==> config.mk <==
export PLATFORM = sky130hd
export DESIGN_NAME = imu_triple_frame_parser_flat
export DESIGN_NICKNAME = d
export VERILOG_FILES = /design/src/hdl/itfp_pkg.sv /design/src/hdl/itfp_stream_if.sv /design/src/hdl/itfp_window.sv /design/src/hdl/itfp_decode.sv /design/src/hdl/itfp_out_stage.sv /design/src/hdl/imu_triple_frame_parser.sv /design/src/flat_wrapper.sv
export SDC_FILE = /design/constraint.sdc
export NUM_CORES = 1
export LEC_CHECK = 0
export BUFFER_PORTS_ARGS = -buffer_cell sky130_fd_sc_hd__buf_2
export CAP_MARGIN = 5
export CORE_AREA = 2 2 159 161
export CTS_CLUSTER_SIZE = 40
export DETAILED_ROUTE_END_ITERATION = 7
export DIE_AREA = 0 0 161 163
export HOLD_SLACK_MARGIN = 0.02
export PLACE_DENSITY = 0.85
export SLEW_MARGIN = 20
export SYNTH_ARGS = -nofsm -noshare
export SYNTH_HDL_FRONTEND = slang
export SYNTH_SLANG_ARGS = --single-unit
export TNS_END_PERCENT = 20
==> constraint.sdc <==
create_clock -name clk_i -period 6.25 [get_ports clk_i]
set_input_delay 0.9375 -clock clk_i [delete_from_list [all_inputs] [get_ports clk_i]]
set_output_delay 0.9375 -clock clk_i [all_outputs]
set_load 0.005 [all_outputs]
==> src/hdl/itfp_pkg.sv <==
// Shared types, constants and helpers for the IMU triple-frame parser.
package itfp_pkg;

  localparam int unsigned WinLen   = 33;
  localparam int unsigned FrameLen = 11;
  localparam int unsigned NumWords = 9;

  localparam logic [7:0] SyncByte  = 8'h55;
  localparam logic [7:0] TypeAccel = 8'h51;
  localparam logic [7:0] TypeRate  = 8'h52;
  localparam logic [7:0] TypeAngle = 8'h53;

  // Element 0 is the oldest byte, element WinLen-1 the newest.
  typedef logic [WinLen-1:0][7:0] window_t;

  typedef struct packed {
    logic signed [15:0] accel_x;
    logic signed [15:0] accel_y;
    logic signed [15:0] accel_z;
    logic signed [15:0] rate_x;
    logic signed [15:0] rate_y;
    logic signed [15:0] rate_z;
    logic signed [15:0] angle_x;
    logic signed [15:0] angle_y;
    logic signed [15:0] angle_z;
  } imu_result_t;

  // Little-endian 16-bit word starting at a fixed window offset.
  function automatic logic [15:0] word_at(window_t win, int unsigned pos);
    word_at = {win[pos+1], win[pos]};
  endfunction

endpackage

==> src/hdl/itfp_stream_if.sv <==
// Valid/ready channel interfaces for the byte input and the result output.
interface itfp_in_if;
  logic       valid;
  logic       ready;
  logic [7:0] rx_byte;

  modport source (output valid, output rx_byte, input ready);
  modport sink (input valid, input rx_byte, output ready);
endinterface

interface itfp_out_if;
  logic               valid;
  logic               ready;
  logic signed [15:0] accel_x;
  logic signed [15:0] accel_y;
  logic signed [15:0] accel_z;
  logic signed [15:0] rate_x;
  logic signed [15:0] rate_y;
  logic signed [15:0] rate_z;
  logic signed [15:0] angle_x;
  logic signed [15:0] angle_y;
  logic signed [15:0] angle_z;

  modport source (
    output valid, input ready,
    output accel_x, output accel_y, output accel_z,
    output rate_x, output rate_y, output rate_z,
    output angle_x, output angle_y, output angle_z
  );
  modport sink (
    input valid, output ready,
    input accel_x, input accel_y, input accel_z,
    input rate_x, input rate_y, input rate_z,
    input angle_x, input angle_y, input angle_z
  );
endinterface

==> src/hdl/itfp_window.sv <==
// Shift window holding the last 33 received bytes.
module itfp_window (
  input  logic              clk_i,
  input  logic              rst_ni,
  input  logic              shift_i,
  input  logic [7:0]        byte_i,
  output itfp_pkg::window_t win_o,
  output itfp_pkg::window_t nxt_o
);
  import itfp_pkg::*;

  window_t win_q, win_d;

  // The newest byte enters at the top and the oldest drops out at the bottom.
  assign win_d = {byte_i, win_q[WinLen-1:1]};

  always_ff @(posedge clk_i or negedge rst_ni) begin
    if (!rst_ni) begin
      win_q <= '0;
    end else if (shift_i) begin
      win_q <= win_d;
    end
  end

  assign win_o = win_q;
  assign nxt_o = win_d;

endmodule

==> src/hdl/itfp_decode.sv <==
// Frame header check and raw word extraction on the shifted window.
module itfp_decode (
  input  itfp_pkg::window_t     win_i,
  output logic                  match_o,
  output itfp_pkg::imu_result_t res_o
);
  import itfp_pkg::*;

  logic [NumWords-1:0][15:0] words;

  assign match_o = (win_i[0] == SyncByte) &&
                   (win_i[FrameLen] == SyncByte) &&
                   (win_i[2*FrameLen] == SyncByte) &&
                   (win_i[1] == TypeAccel) &&
                   (win_i[FrameLen+1] == TypeRate) &&
                   (win_i[2*FrameLen+1] == TypeAngle);

  // Three data words follow each two-byte header.
  always_comb begin
    for (int f = 0; f < 3; f++) begin
      for (int k = 0; k < 3; k++) begin
        words[f*3+k] = word_at(win_i, f*FrameLen + 2 + 2*k);
      end
    end
  end

  assign res_o.accel_x = words[0];
  assign res_o.accel_y = words[1];
  assign res_o.accel_z = words[2];
  assign res_o.rate_x  = words[3];
  assign res_o.rate_y  = words[4];
  assign res_o.rate_z  = words[5];
  assign res_o.angle_x = words[6];
  assign res_o.angle_y = words[7];
  assign res_o.angle_z = words[8];

endmodule

==> src/hdl/itfp_out_stage.sv <==
// Result register with valid flag, loaded when a matching window appears.
module itfp_out_stage (
  input  logic                  clk_i,
  input  logic                  rst_ni,
  input  logic                  load_i,
  input  itfp_pkg::imu_result_t res_i,
  input  logic                  ready_i,
  output logic                  valid_o,
  output logic                  free_o,
  output itfp_pkg::imu_result_t res_o
);
  import itfp_pkg::*;

  logic        valid_q, valid_d;
  imu_result_t res_q;

  // The register can take a new result when empty or when its content leaves now.
  assign free_o = !valid_q || ready_i;

  always_comb begin
    valid_d = valid_q;
    if (load_i) begin
      valid_d = 1'b1;
    end else if (ready_i) begin
      valid_d = 1'b0;
    end
  end

  always_ff @(posedge clk_i or negedge rst_ni) begin
    if (!rst_ni) begin
      valid_q <= 1'b0;
    end else begin
      valid_q <= valid_d;
    end
  end

  always_ff @(posedge clk_i) begin
    if (load_i) begin
      res_q <= res_i;
    end
  end

  assign valid_o = valid_q;
  assign res_o   = res_q;

endmodule

==> src/hdl/imu_triple_frame_parser.sv <==
// Top level of the IMU triple-frame parser.
//
//   Channel  Direction  Payload                              Per transfer
//   in_i     sink       rx_byte                              one serial byte
//   out_o    source     accel_x..z, rate_x..z, angle_x..z    nine raw 16-bit words
//
// One byte is taken every cycle unless a waiting result stalls on out_o; a result
// appears in the cycle after the byte that completes a matching window. The single
// result register lies between the window compare and the output.
// Reset clears the byte window to zeros and empties the result register.
// While a result waits on out_o, a new byte is taken only if out_o.ready is high.
module imu_triple_frame_parser (
  input  logic clk_i,
  input  logic rst_ni,
  itfp_in_if.sink    in_i,
  itfp_out_if.source out_o
);
  import itfp_pkg::*;

  logic        in_xfer;
  logic        match;
  logic        load;
  logic        free;
  window_t     win;
  window_t     nxt;
  imu_result_t dec_res;
  imu_result_t out_res;

  assign in_i.ready = free;
  assign in_xfer    = in_i.valid && free;
  assign load       = in_xfer && match;

  itfp_window u_window (
    .clk_i   (clk_i),
    .rst_ni  (rst_ni),
    .shift_i (in_xfer),
    .byte_i  (in_i.rx_byte),
    .win_o   (win),
    .nxt_o   (nxt)
  );

  itfp_decode u_decode (
    .win_i   (nxt),
    .match_o (match),
    .res_o   (dec_res)
  );

  itfp_out_stage u_out_stage (
    .clk_i   (clk_i),
    .rst_ni  (rst_ni),
    .load_i  (load),
    .res_i   (dec_res),
    .ready_i (out_o.ready),
    .valid_o (out_o.valid),
    .free_o  (free),
    .res_o   (out_res)
  );

  assign out_o.accel_x = out_res.accel_x;
  assign out_o.accel_y = out_res.accel_y;
  assign out_o.accel_z = out_res.accel_z;
  assign out_o.rate_x  = out_res.rate_x;
  assign out_o.rate_y  = out_res.rate_y;
  assign out_o.rate_z  = out_res.rate_z;
  assign out_o.angle_x = out_res.angle_x;
  assign out_o.angle_y = out_res.angle_y;
  assign out_o.angle_z = out_res.angle_z;

  // A byte that completes a matching window must give a result next cycle.
  a_match_gives_result: assert property (@(posedge clk_i) disable iff (!rst_ni)
    in_xfer && match |=> out_o.valid)
    else $error("matching window did not produce a result");

  // A stalled result must block further bytes so that none is lost.
  a_stall_blocks_input: assert property (@(posedge clk_i) disable iff (!rst_ni)
    out_o.valid && !out_o.ready |-> !in_i.ready)
    else $error("input accepted while result stalled");

  // The accepted byte lands as the newest window entry.
  a_byte_enters_window: assert property (@(posedge clk_i) disable iff (!rst_ni)
    in_xfer |=> win[WinLen-1] == $past(in_i.rx_byte))
    else $error("accepted byte missing from window");

  // The window only moves on an accepted byte.
  a_window_holds: assert property (@(posedge clk_i) disable iff (!rst_ni)
    !in_xfer |=> $stable(win))
    else $error("window changed without a byte transfer");

endmodule
==> src/flat_wrapper.sv <==
// flat-port wrapper written by rule: the top's interface ports become plain ports
module imu_triple_frame_parser_flat import itfp_pkg::*;
  (clk_i, rst_ni, in_i_valid, in_i_rx_byte, in_i_ready, out_o_valid, out_o_ready, out_o_accel_x, out_o_accel_y, out_o_accel_z, out_o_rate_x, out_o_rate_y, out_o_rate_z, out_o_angle_x, out_o_angle_y, out_o_angle_z);
  itfp_in_if in_i_i ();
  itfp_out_if out_o_i ();
  input  logic clk_i;
  input  logic rst_ni;
  input wire logic [$bits(in_i_i.valid)-1:0] in_i_valid;
  input wire logic [$bits(in_i_i.rx_byte)-1:0] in_i_rx_byte;
  output wire logic [$bits(in_i_i.ready)-1:0] in_i_ready;
  output wire logic [$bits(out_o_i.valid)-1:0] out_o_valid;
  input wire logic [$bits(out_o_i.ready)-1:0] out_o_ready;
  output wire logic [$bits(out_o_i.accel_x)-1:0] out_o_accel_x;
  output wire logic [$bits(out_o_i.accel_y)-1:0] out_o_accel_y;
  output wire logic [$bits(out_o_i.accel_z)-1:0] out_o_accel_z;
  output wire logic [$bits(out_o_i.rate_x)-1:0] out_o_rate_x;
  output wire logic [$bits(out_o_i.rate_y)-1:0] out_o_rate_y;
  output wire logic [$bits(out_o_i.rate_z)-1:0] out_o_rate_z;
  output wire logic [$bits(out_o_i.angle_x)-1:0] out_o_angle_x;
  output wire logic [$bits(out_o_i.angle_y)-1:0] out_o_angle_y;
  output wire logic [$bits(out_o_i.angle_z)-1:0] out_o_angle_z;
  assign in_i_i.valid = in_i_valid;
  assign in_i_i.rx_byte = in_i_rx_byte;
  assign in_i_ready = in_i_i.ready;
  assign out_o_valid = out_o_i.valid;
  assign out_o_i.ready = out_o_ready;
  assign out_o_accel_x = out_o_i.accel_x;
  assign out_o_accel_y = out_o_i.accel_y;
  assign out_o_accel_z = out_o_i.accel_z;
  assign out_o_rate_x = out_o_i.rate_x;
  assign out_o_rate_y = out_o_i.rate_y;
  assign out_o_rate_z = out_o_i.rate_z;
  assign out_o_angle_x = out_o_i.angle_x;
  assign out_o_angle_y = out_o_i.angle_y;
  assign out_o_angle_z = out_o_i.angle_z;
  imu_triple_frame_parser u_core (.clk_i(clk_i), .rst_ni(rst_ni), .in_i(in_i_i), .out_o(out_o_i));
endmodule
==> out/metrics.cfg, run 1 <==
[synthesis]
synth-compound-area-share = 0
synth-simple-area-share = 0.0123
synth_top_area_share = 0.459
synth_xor_area_frac = 0
yosysUniqueCellTypes = 16
synth_largest_area_cell = dfrtp_1
netlist_area_um2 = 14000
synth_mux_area_frac = 0.206
yosysWarnings = 0
synth_seq_cells = 401
netlist_instances = 706
synth.area.top_cells = dfrtp_1 (46%), edfxtp_1 (31%), mux2_2 (21%)
synth_fp_nets = 718
synth-adder-area-share = 0
synth_top_family_by_area = multiplexers
yosysSeqAreaShare = 0.767
avgSynthCellArea_um2 = 19.9

[cts]
holdBufCountCts = 0
cts_tree = built
clockRootBuffer = clkbuf_16
clk_path_buf_depth = 3
cts.sinks = 401
cts_made_buffers = 38
postCtsSetupRepairBufs = 0
htreeDepth = 2
path_clk_slew_ns = 0.06
insertion_delay_ns = 0.53
cts_resized = 0

[sta]
setup_viol = 0
finalCritPeriodShare = 0.478
drv_slew = 0
fmax_ghz = 0.335
finalHoldViolations = 0
setup_slack_ns = 3.26
slew-limit-headroom = 0.402
min_period_ns = 2.99
worst-slew-pin-transition_ns = 0.897
fin_worst_skew_ns = 0.0226
setup_tns_ns = 0
rsz0062_at_grt = no

[worst_setup_path]
cp_slowest_cell = buf_4
crit_path_start_kind = register
r2r_cells = 5
rrSetupSlack_ns = 3.26
required_ns = 6.39
reg2reg_to = u_core.u_out_stage.res_o[38]$_DFFE_PP_
path_cells = nor4b_1 -> nand4_1 -> or4_1 -> inv_6 -> buf_4
crit_start = u_core.u_window.nxt_o[98]$_DFFE_PN0P_
path_max_fanout = 62
critPathKind = reg -> reg
arrival_ns = 3.13
cpLargestDelayFamily = simple AND/OR/NAND/NOR gates
critPathMaxStageDelay_ns = 0.66
critPathBufInv = 2
rr_startpoint = u_core.u_window.nxt_o[98]$_DFFE_PN0P_
endpoint_kind = register

[floorplanning]
die_height_um = 163
dieWidth_um = 161
initial_utilization = 0.568
boundaryPins = 158
num_rows = 58
fp.coreArea_um2 = 24700
die_area_um2 = 26200

[power]
power_density_nw_per_um2 = 431
leakagePower_nw = 6.98
ir_drop_mv = 0.258
power_mw = 7.05

[run_status]
outcome = finished, final reports clean

[run]
cap_violations = 0

[placement]
dp_cells = 1171
portBuffers = 157
dpl_worst_slack_ns = 3.00
post-dp-hpwl_um = 14000
place.gp.congestion = 0.745

[global_route]
grt_pass1_vias = 6832
grt_max_degree = 173
grt_pass1_wl_um = 37100
antenna_found_initial = 0
track_usage = 0.181
grt_overflow = 0

[cells_and_area]
final-instance-count-excl-fill = 1241
antennaDiodeCount = 0
final_cell_mix = dfrtp_1 (257), mux2_2 (256), buf_2 (156), edfxtp_1 (144), clkbuf_16 (39)
layout-area-overhead-vs-synth_pct = 16.7
fill_cells = 1643
nNetsFinal = 893
drive_gt1_frac = 0.530
final_common_cell = dfrtp_1

[routing]
num_vias = 6548
firstDrtPassIters = 4
detailedRoute.firstIterationViolations = 352
wirelength_um = 23600
detail_route.wl_per_cell_um = 19.0
route.detailed.drc = 0
route.antenna.remaining_nets = 0
vias_per_cell = 5.28

[worst_hold_path]
hp-class = in -> async

worst register-to-register path, delay by kind of cell (launching register included):
family,cells,cell delay (ns)
buffers and inverters,2,0.84
DFF,1,0.42
and+or+nand+nor,3,1.29
registers in the layout (all words and copies together), names as in the netlist:
| name | count |
|---|---|
| u_core.u_window.nxt_o | 256 |
| u_core.u_out_stage.res_o | 144 |
| u_core.u_out_stage.valid_o | 1 |
kinds of logic after synthesis:
group	after synthesis
AND/OR/NAND/NOR	20
flip-flops	401
multiplexers	256
buffers and inverters	29
power breakdown:
group	switching (mW)	internal, mW	total [mW]
Combinational	0.246	0.529	0.776
Clock	0.955	1.33	2.28
Sequential	0.506	3.48	3.99
stage by stage:
step | hold WS (ns) | utilization | instance area, um^2
CTS | 0.436 | 0.663 | 16300
global route | 0.457 | 0.663 | 16300
detailed placement | 0.453 | 0.612 | 15100
floorplan | 0.437 | - | 14000
global placement | 0.446 | 0.612 | 15100
finish | 0.391 | 0.663 | 16300
cell type report:
cell class,count,area (um^2),area share
Sequential cell,401,10800,0.658
Multi-Input combinational cell,276,3060,0.187
Clock buffer,47,1020,0.0621
Timing Repair Buffer,163,866,0.0530
Tap cell,330,413,0.0253
Clock inverter,23,228,0.0139
Inverter,1,8.76,0.000536
synthesized netlist by cell type, drive strengths merged:
cell type  instances
nor2               1
inv                1
buf               28
and4bb             4
nor4bb             3
nand4              4
or4                1
nand2b             1
mux2             256
edfxtp           144
and4b              1
nor4b              3
nand2              2
dfrtp            257
metal layers:
layer	routed length, um	share of wire	vias up	GRT usage
li1	-	-	2952	-
met1	9780	0.42	3399	0.235
met2	11900	0.50	160	0.307
met3	1480	0.063	37	0.0469
met4	437	0.019	0	0.0515
met5	0	0	-	0
worst max-delay path by stage:
stage                                                  end  depth (start not counted)  slack [ns]
floorplan            u_core.u_out_stage.res_o[0]$_DFFE_PP_                          4        1.28
global placement    u_core.u_out_stage.res_o[37]$_DFFE_PP_                          6        3.12
detailed placement  u_core.u_out_stage.res_o[20]$_DFFE_PP_                          6        3.00
CTS                  u_core.u_out_stage.res_o[8]$_DFFE_PP_                          5        3.14
global route        u_core.u_out_stage.res_o[48]$_DFFE_PP_                          5        3.06
finish              u_core.u_out_stage.res_o[38]$_DFFE_PP_                          5        3.26
Power figures use the tool's default switching activity.
==> run 2, diff against run 1 <==
clock period = 2.94 ns   (was 6.25 ns; I/O delays follow)
==> out/metrics.cfg, run 2 (synthesis gave the netlist of run 1 again) <==
[floorplanning]
fp.coreArea_um2 = 24700
initial_utilization = 0.568
dieWidth_um = 161
die_height_um = 163
die_area_um2 = 26200
num_rows = 58
boundaryPins = 158

[routing]
route.detailed.drc = 0
route.antenna.remaining_nets = 0
detail_route.wl_per_cell_um = 18.9
vias_per_cell = 5.28
firstDrtPassIters = 4
num_vias = 6629
detailedRoute.firstIterationViolations = 420
wirelength_um = 23700

[global_route]
grt_pass1_wl_um = 38000
track_usage = 0.185
grt_pass1_vias = 6967
grt_overflow = 0
antenna_found_initial = 0
grt_max_degree = 85

[sta]
finalCritPeriodShare = 0.827
holdWs_ns = 0.160
drv_slew = 0
fmax_ghz = 0.411
slew-limit-headroom = 0.541
min_period_ns = 2.43
setup_slack_ns = 0.509
worst-slew-pin-transition_ns = 0.688
fin_worst_skew_ns = 0.0122
rsz0062_at_grt = no
finalHoldViolations = 0
setup_viol = 0

[cells_and_area]
final_common_cell = dfrtp_1
drive_gt1_frac = 0.543
antennaDiodeCount = 0
final_cell_mix = dfrtp_1 (257), mux2_2 (256), buf_2 (156), edfxtp_1 (144), clkbuf_16 (41)
nNetsFinal = 907
largest_reg_flops = 256
fill_cells = 1611
layout-area-overhead-vs-synth_pct = 18.8

[cts]
htreeDepth = 2
cts.sinks = 401
cts_tree = built
path_clk_slew_ns = 0.06
clockRootBuffer = clkbuf_16
cts_made_buffers = 38
postCtsSetupRepairBufs = 0
insertion_delay_ns = 0.52
clk_path_buf_depth = 3
cts_resized = 0

[power]
leakagePower_nw = 7.12
power_density_nw_per_um2 = 918
ir_drop_mv = 0.514

[worst_setup_path]
crit_path_start_kind = register
cp_slowest_cell = or4_4
arrival_ns = 2.61
path_max_fanout = 54
cpLargestDelayFamily = simple AND/OR/NAND/NOR gates
critPathBufInv = 2
critPathMaxStageDelay_ns = 0.56
critPathKind = reg -> reg
endpoint_kind = register
required_ns = 3.12
path_cells = nor4bb_1 -> nand4_1 -> or4_4 -> clkinvlp_4 -> buf_12

[run]
cap_violations = 0

[run_status]
outcome = finished, final reports clean

[placement]
portBuffers = 157
dpl_worst_slack_ns = 0.578
post-dp-hpwl_um = 14800
place.gp.congestion = 0.787

[worst_hold_path]
hp-class = in -> reg

[run 2: worst reg2reg max path: stages (launching register included)]
cell        delay (ns)
dfrtp_1           0.40
nor4bb_1          0.45
nand4_1           0.17
or4_4             0.56
clkinvlp_4        0.17
buf_12            0.28
[run 2: timing repair]
item	CTS	global route
hold endpoints to repair	78	0
endpoints found under the setup margin	0	0
hold buffers	1	0
[run 2: area by class of cell]
type	count	area (um^2)	area share
inverter	1	7.51	0.000451
clock buffer	48	1070	0.0644
multi-input combinational	276	3070	0.185
timing repair buffer	177	1060	0.0637
sequential	401	10800	0.646
clock inverter	22	260	0.0156
tap	330	413	0.0248
[run 2: metal layers]
metal / GRT usage / vias to the layer above / part of all wire
li1: - / 2988 / -
met1: 0.251 / 3435 / 0.43
met2: 0.303 / 164 / 0.49
met3: 0.0466 / 42 / 0.060
met4: 0.0544 / 0 / 0.019
met5: 0 / - / 0
[run 2: per-stage QoR]
stage                     std cells   util  TNS [ns]  total power [mW]  instance area, um^2
after floorplan                 706      -    -51.52              9.46                14000
after global placement         1184  0.620         0              10.0                15300
after detailed placement       1184  0.620         0              10.2                15300
after CTS                      1255  0.675         0              15.4                16600
after global routing           1255  0.675         0              15.9                16600
final                          1255  0.675         0              15.3                16600
[run 2: where the power goes]
| group | internal (mW) | leakage (nW) | switching [mW] |
|---|---|---|---|
| clock | 3.12 | 0.656 | 2.01 |
| combinational | 1.14 | 1.95 | 0.521 |
| sequential | 7.40 | 4.51 | 1.09 |
| total | 11.7 | 7.12 | 3.62 |
[run 2: worst paths after layout]
check	end	slack, ns	start	cells past startpoint
max in group asynchronous	u_core.u_window.nxt_o[195]$_DFFE_PN0P_	1.65	rst_ni	3
worst max-delay path	u_core.u_out_stage.res_o[4]$_DFFE_PP_	0.51	u_core.u_window.nxt_o[96]$_DFFE_PN0P_	5
min in group asynchronous	u_core.u_window.nxt_o[244]$_DFFE_PN0P_	0.50	rst_ni	2
worst min register to register	u_core.u_out_stage.res_o[41]$_DFFE_PP_	0.46	u_core.u_window.nxt_o[201]$_DFFE_PN0P_	0
worst min-delay path	u_core.u_window.nxt_o[251]$_DFFE_PN0P_	0.16	in_i_rx_byte[3]	2
worst max register to register	u_core.u_out_stage.res_o[4]$_DFFE_PP_	0.51	u_core.u_window.nxt_o[96]$_DFFE_PN0P_	5
